`src/hw/rtl/scs_pkg.sv`:
```
// ----------------------------------------------------------------------------
// scs_pkg: shared types and constants of the shadow call stack
// Sizes, event and status codes, entry layout and the command record.
// ----------------------------------------------------------------------------
package scs_pkg;

  localparam int STACK_DEPTH = 512;
  localparam int THREADS     = 4;
  localparam int ADDR_BITS   = 48;

  localparam int TID_W   = 2;
  localparam int ADDR_W  = 48;
  localparam int TW      = (THREADS > 1) ? $clog2(THREADS) : 1;
  localparam int IW      = $clog2(STACK_DEPTH);
  localparam int SW      = $clog2(STACK_DEPTH + 1);
  localparam int RW      = SW + 1;
  localparam int ENTRY_W = ADDR_W + 2;
  localparam int MEM_DEPTH = THREADS * STACK_DEPTH;
  localparam int DEPTH_W = 10;

  localparam logic [ADDR_W-1:0] ADDR_MASK = ADDR_W'((65'd1 << ADDR_BITS) - 65'd1);

  localparam logic [1:0] KIND_CALL = 2'd1;
  localparam logic [1:0] KIND_RET  = 2'd2;
  localparam logic [1:0] KIND_MARK = 2'd3;

  typedef enum logic [2:0] {
    OP_CALL    = 3'd0,
    OP_RET     = 3'd1,
    OP_XBEGIN  = 3'd2,
    OP_XCOMMIT = 3'd3,
    OP_XABORT  = 3'd4,
    OP_START   = 3'd5,
    OP_FORK    = 3'd6,
    OP_BAD     = 3'd7
  } op_e;

  typedef enum logic [2:0] {
    ST_OK     = 3'd0,
    ST_IGN    = 3'd1,
    ST_ABORT  = 3'd2,
    ST_FORKTX = 3'd3,
    ST_OVF    = 3'd4,
    ST_NOTST  = 3'd5,
    ST_BADRPL = 3'd6
  } st_e;

  typedef struct packed {
    op_e               op;
    logic [TID_W-1:0]  tid;
    logic [TID_W-1:0]  par;
    logic [ADDR_W-1:0] addr;
    logic              sig;
  } cmd_t;

endpackage

```
`src/hw/rtl/scs_queue.sv`:
```
// ----------------------------------------------------------------------------
// scs_queue: two-entry command queue
// Decouples event intake from the stack engine.
// ----------------------------------------------------------------------------
module scs_queue (
  input  logic          clk_i,
  input  logic          rst_ni,
  input  logic          push_i,
  input  scs_pkg::cmd_t cmd_i,
  output logic          full_o,
  input  logic          pop_i,
  output logic          valid_o,
  output scs_pkg::cmd_t cmd_o
);

  scs_pkg::cmd_t slot_q [2];
  logic       wp_q, rp_q;
  logic [1:0] cnt_q;

  assign full_o  = cnt_q[1];
  assign valid_o = cnt_q != 2'd0;
  assign cmd_o   = slot_q[rp_q];

  always_ff @(posedge clk_i) begin
    if (push_i) slot_q[wp_q] <= cmd_i;
  end

  always_ff @(posedge clk_i or negedge rst_ni) begin
    if (!rst_ni) begin
      wp_q  <= 1'b0;
      rp_q  <= 1'b0;
      cnt_q <= 2'd0;
    end else begin
      if (push_i) wp_q <= !wp_q;
      if (pop_i)  rp_q <= !rp_q;
      cnt_q <= cnt_q + {1'b0, push_i} - {1'b0, pop_i};
    end
  end

endmodule

```
`config.mk`:
```
export PLATFORM = sky130hd
export DESIGN_NAME = scs_queue
export DESIGN_NICKNAME = d
export VERILOG_FILES = /design/src/hw/rtl/scs_pkg.sv /design/src/hw/rtl/scs_queue.sv
export SDC_FILE = /design/constraint.sdc
export NUM_CORES = 1
export LEC_CHECK = 0
export ABC_CLOCK_PERIOD_IN_PS = 5920
export BUFFER_PORTS_ARGS = -buffer_cell sky130_fd_sc_hd__buf_2
export CELL_PAD_IN_SITES_DETAIL_PLACEMENT = 0
export CELL_PAD_IN_SITES_GLOBAL_PLACEMENT = 1
export CORE_AREA = 4 4 115 95
export DETAILED_ROUTE_END_ITERATION = 8
export DIE_AREA = 0 0 119 99
export HOLD_SLACK_MARGIN = 0.15
export PLACE_DENSITY = 0.91
export SYNTH_ARGS = -nofsm -noshare
export SYNTH_HDL_FRONTEND = slang
export SYNTH_SLANG_ARGS = --single-unit
```
`constraint.sdc`:
```
create_clock -name clk_i -period 5.92 [get_ports clk_i]
set_input_delay 1.184 -clock clk_i [delete_from_list [all_inputs] [get_ports clk_i]]
set_output_delay 1.184 -clock clk_i [all_outputs]
set_load 0.02 [all_outputs]
```
# Word level (Yosys, flattened, before mapping)
# Memory sizes are Yosys's and may differ from the RTL's.
# Index checks and enable logic that the tools add are counted.
# Widths: inputs -> output; s select.
# totals
mem_bits_ro	0
ramBits	112
latchBits	0
reg_bits	4
mem_count	1
wordCells	11
in_bits	60
# op_classes
n_div	0
n_mux	2
add_sub_neg	2
n_shift	0
n_lt_le_gt_ge	0
mul	0
n_eq_ne	0
n_bitwise	0
reduce_logical	3
# mem_list
name	words	word_bits	read_ports	rd_clocked_by_memory_dff	wr	line_no	source
slot_q	2	56	1	0	1	scs_queue.sv:16	scs_pkg::cmd_t slot_q [2];
# op_table
cell	count
$add 2x1->2	1
$logic_not 1->1	2
$mux 1	2
$reduce_bool 2->1	1
$sub 2x1->2	1

# Logic depth before layout (Yosys ltp)
# depth
depth_word	2
ltp_mapped	5

# Least setup slack after synthesis
# OpenSTA, ideal clock, no wires.
# synth_timing
path_type	input port to flip-flop
startpoint	in push_i
endpoint	mem slot_q[0][0] (netlist name), enable pin
arrival_time_ns	3.657
setup_time_ns	0.477
stages	1
setup_slack_ns	1.787
path_cell_list	nor2b_1
# synth_between
elab_chain_len	2
# synth_rtl
item	line_no	source
from (decl)	scs_queue.sv:8	input logic push_i,
$mux 1	scs_queue.sv:25	if (push_i) slot_q[wp_q] <= cmd_i;
$mux 1 (not written as such)	scs_queue.sv:25	
to (decl)	scs_queue.sv:16	
# Every way passes these cells.

==> impl_results.rst <==
.. list-table::
   :header-rows: 1

   * - Metric
     - Value
   * - Total number of placement rows
     - 32
   * - Post-CTS clock slew at the launch and capture registers of the worst setup and hold paths
     - 0.05 ns
   * - Average instance area after synthesis
     - 23.16 um^2
   * - Detailed-route via count
     - 2161
   * - Die height
     - 99 um
   * - Setup Buffers After CTS
     - 0
   * - Slowest cell on crit path
     - sky130_fd_sc_hd__dfrtp_4
   * - Met2 Resource Use GR
     - 21.71%
   * - Stage delay of the slowest cell on the critical path
     - 1.03 ns
   * - Hold Path Class
     - reg -> reg
   * - Synthesized-area fraction occupied by adder cells
     - 0.5747%
   * - Depth of the CTS H-tree
     - 4
   * - Aggregate global routing overflow
     - 0
   * - GRT busiest layer
     - met2
   * - Routing usage on met3
     - 6.770%
   * - Clock share of power
     - 32.2%
   * - Final worst path period share
     - 54.37%
   * - Yosys top cell by area
     - sky130_fd_sc_hd__edfxtp_1
   * - Setup repair after global routing missed its margin
     - false
   * - Synth cell types
     - 13
   * - Drt via density
     - 4.618
   * - Starting DRC count in detailed routing
     - 87
   * - Final number of max-transition violations
     - 0
   * - Final core utilization
     - 58.58%
   * - CTS sink count
     - 116
   * - Design internal power
     - 2.128 mW
   * - Final Hold Viols
     - 0
   * - CTS Root Cell
     - sky130_fd_sc_hd__clkbuf_16
   * - Syn-to-layout area delta
     - 29.83%
   * - Switching portion of total power
     - 29.21%
   * - Dominant combinational cell family by area after synthesis
     - multiplexers
   * - M1 GR Usage
     - 15.42%
   * - Final Hold Slack
     - 0.5353 ns
   * - Drt wl/cell
     - 16.30 um
   * - Area inside the core boundary
     - 9649 um^2
   * - Sw Pwr
     - 0.8784 mW
   * - Number of antenna violations at the first check in global routing
     - 0
   * - Standby leakage power
     - 2.247 nW
   * - Outcome
     - finished, final reports clean
   * - Number of storage elements in the synthesis netlist
     - 116
   * - Data arrival, critical path
     - 2.03 ns
   * - Period minus WS final
     - 3.219 ns
   * - CTS tree
     - built
   * - Critical path class
     - reg -> out
   * - Post-Route Setup TNS
     - 0 ns
   * - Compound-gate portion of the synthesized area
     - 0%
   * - Series of cell instances along the critical path
     - mux2_2 -> buf_2
   * - Maximum number of pins on one net before global-route repair
     - 58
   * - Synth Area in Simple Gates
     - 0.4310%
   * - Combined area of all synthesized cells
     - 4354 um^2
   * - Total wire length
     - 7.630 mm
   * - Number of design rule violations left after detail routing
     - 0
   * - Startpoint type of the worst setup path
     - flop
   * - Via count of the first global-routing pass
     - 2307
   * - Initial Utilization
     - 45.12%
   * - Logic gate share of total power
     - 26.9%
   * - Max FO, Critical Path
     - 57
   * - Global-route wire length before repair
     - 11.79 mm
   * - Filler cell count in the final layout
     - 737
   * - Worst Clk Skew
     - 0.004712 ns
   * - HPWL Detailed
     - 4.814 mm
   * - Dominant cells by area after synthesis
     - sky130_fd_sc_hd__edfxtp_1, sky130_fd_sc_hd__mux2_4, sky130_fd_sc_hd__mux2_2
   * - Final worst slack
     - 2.701 ns
   * - Sequential power share
     - 40.9%
   * - Horizontal die dimension
     - 119 um
   * - Routability Congestion
     - 0.7040
   * - Normalized max-slew margin
     - 38.24%
   * - Area of the die
     - 11780 um^2
   * - I/O Pins
     - 118
   * - Number of buffers between clock root and the deepest sink
     - 2
   * - Fraction of synthesized cell area in xor and xnor cells
     - 0.9483%
   * - Top cell type's share of synthesized area
     - 77.24%
   * - Number of maximum-capacitance violations
     - 0
   * - Placed Instance Area
     - 5082 um^2
   * - Total number of yosys warnings
     - 0
   * - Total setup violations reported at the end of the flow
     - 0
   * - Achievable Freq
     - 310.7 MHz
   * - Multiplexer share of the synthesized area
     - 17.07%
   * - Post-Syn Nets
     - 250
   * - Endpoint type of the worst setup path
     - output pin
   * - Number of gates resized after CTS
     - 0
   * - Number of buffers added by the clock tree synthesis step
     - 17
   * - Gate Count Post-Synth
     - 188
   * - Clock network latency to the later pin of the worst-skew pair
     - 0.39 ns
   * - Pwr dens
     - 531.9 nW/um^2
   * - Worst VDD drop
     - 0.2969 mV
   * - Number of hold-repair buffers added at the cts stage
     - 0
   * - Sequential fraction of the synthesis area
     - 79.54%
   * - Total Routing Usage GR
     - 13.33%
   * - Worst-Margin Slew
     - 0.9264 ns
   * - Fraction of layout instances using a drive strength above 1
     - 61.45%
   * - Final-stage net count
     - 382
   * - Worst-case setup slack after placement
     - 3.090 ns
   * - Antenna cell count
     - 0
   * - Number of port buffers
     - 117
   * - Required arrival time at the worst endpoint
     - 4.74 ns
   * - Detailed-router iteration count before antenna repair
     - 4
   * - Finished Cell Area
     - 5653 um^2
   * - Count of antenna-violating nets left after detailed routing
     - 0
critical path, delay by kind of cell, from the launching register on:
kind     cells  cell delay [ns]
flops        1             1.03
mux          1             0.42
buf+inv      1             0.16
placed cells by master, fill, tap and decap left out, types with 3 or more instances in the layout:
master and count:
sky130_fd_sc_hd__clkbuf_16 17, sky130_fd_sc_hd__mux2_4 30, sky130_fd_sc_hd__bufinv_16 3, sky130_fd_sc_hd__dfrtp_1 3, sky130_fd_sc_hd__clkinv_1 5, sky130_fd_sc_hd__clkinvlp_4 3, sky130_fd_sc_hd__mux2_2 26, sky130_fd_sc_hd__buf_2 117
sky130_fd_sc_hd__edfxtp_1 112
routing by layer:
layer	up-vias	wire, um	share of wire [%]
met5	-	0	0
met4	0	17	0.22
met3	2	570	7.5
met2	83	3904	51
met1	1061	3138	41
li1	1015	-	-
registers in the layout, indices dropped and copies added (netlist names):
| signal | flops |
|---|---|
| slot_q | 112 |
| cnt_q | 2 |
| rp_q | 1 |
| wp_q | 1 |
synth_stat cells (all sizes together):
library cell and number:
and2 1, buf 6, dfrtp 4, edfxtp 112
ha 2, inv 2, mux2 56, nor2b 1
or2 1, xor2 2, xor3 1
through the flow:
stage / std cells / power (mW)
after global placement: 437 / 2.054
final: 468 / 3.007
after global routing: 468 / 3.148
after floorplan: 188 / 1.829
after CTS: 468 / 3.058
after detailed placement: 437 / 2.074
layout make-up:
cell class | instances | area (um^2) | area share [%]
sequential | 116 | 3467 | 61.33
multi-input combinational | 64 | 837.1 | 14.81
timing repair buffer | 119 | 600.6 | 10.62
clock buffer | 18 | 429.2 | 7.592
tap | 136 | 170.2 | 3.010
clock inverter | 13 | 141.4 | 2.501
inverter | 2 | 7.507 | 0.1328
path summary, 6_finish.rpt:
| kind | cells after the start | end | start | slack [ns] |
|---|---|---|---|---|
| max in group asynchronous | 1 | rp_q | rst_ni | 5.18 |
| worst min-delay path | 1 | wp_q | wp_q | 0.54 |
| worst min register to register | 1 | wp_q | wp_q | 0.54 |
| worst max-delay path | 2 | cmd_o[1] | rp_q | 2.70 |
| worst max register to register | 2 | slot_q[1][5] | wp_q | 4.35 |
| min in group asynchronous | 1 | cnt_q[1] | rst_ni | 0.59 |
power by group through the flow:
stage / logic, mW / clock network, mW / registers (mW)
after CTS: 0.828 / 0.994 / 1.24
after global placement: 0.813 / 0 / 1.24
after detailed placement: 0.824 / 0 / 1.25
after floorplan: 0.677 / 0 / 1.15
final: 0.810 / 0.968 / 1.23
after global routing: 0.861 / 1.03 / 1.25
logic make-up after synthesis:
| logic type | Yosys count |
|---|---|
| xor+xnor | 3 |
| fa+ha+maj | 2 |
| buf+inv | 8 |
| flops | 116 |
| mux | 56 |
| simple gates | 3 |
(Power assumes the default switching activity.)
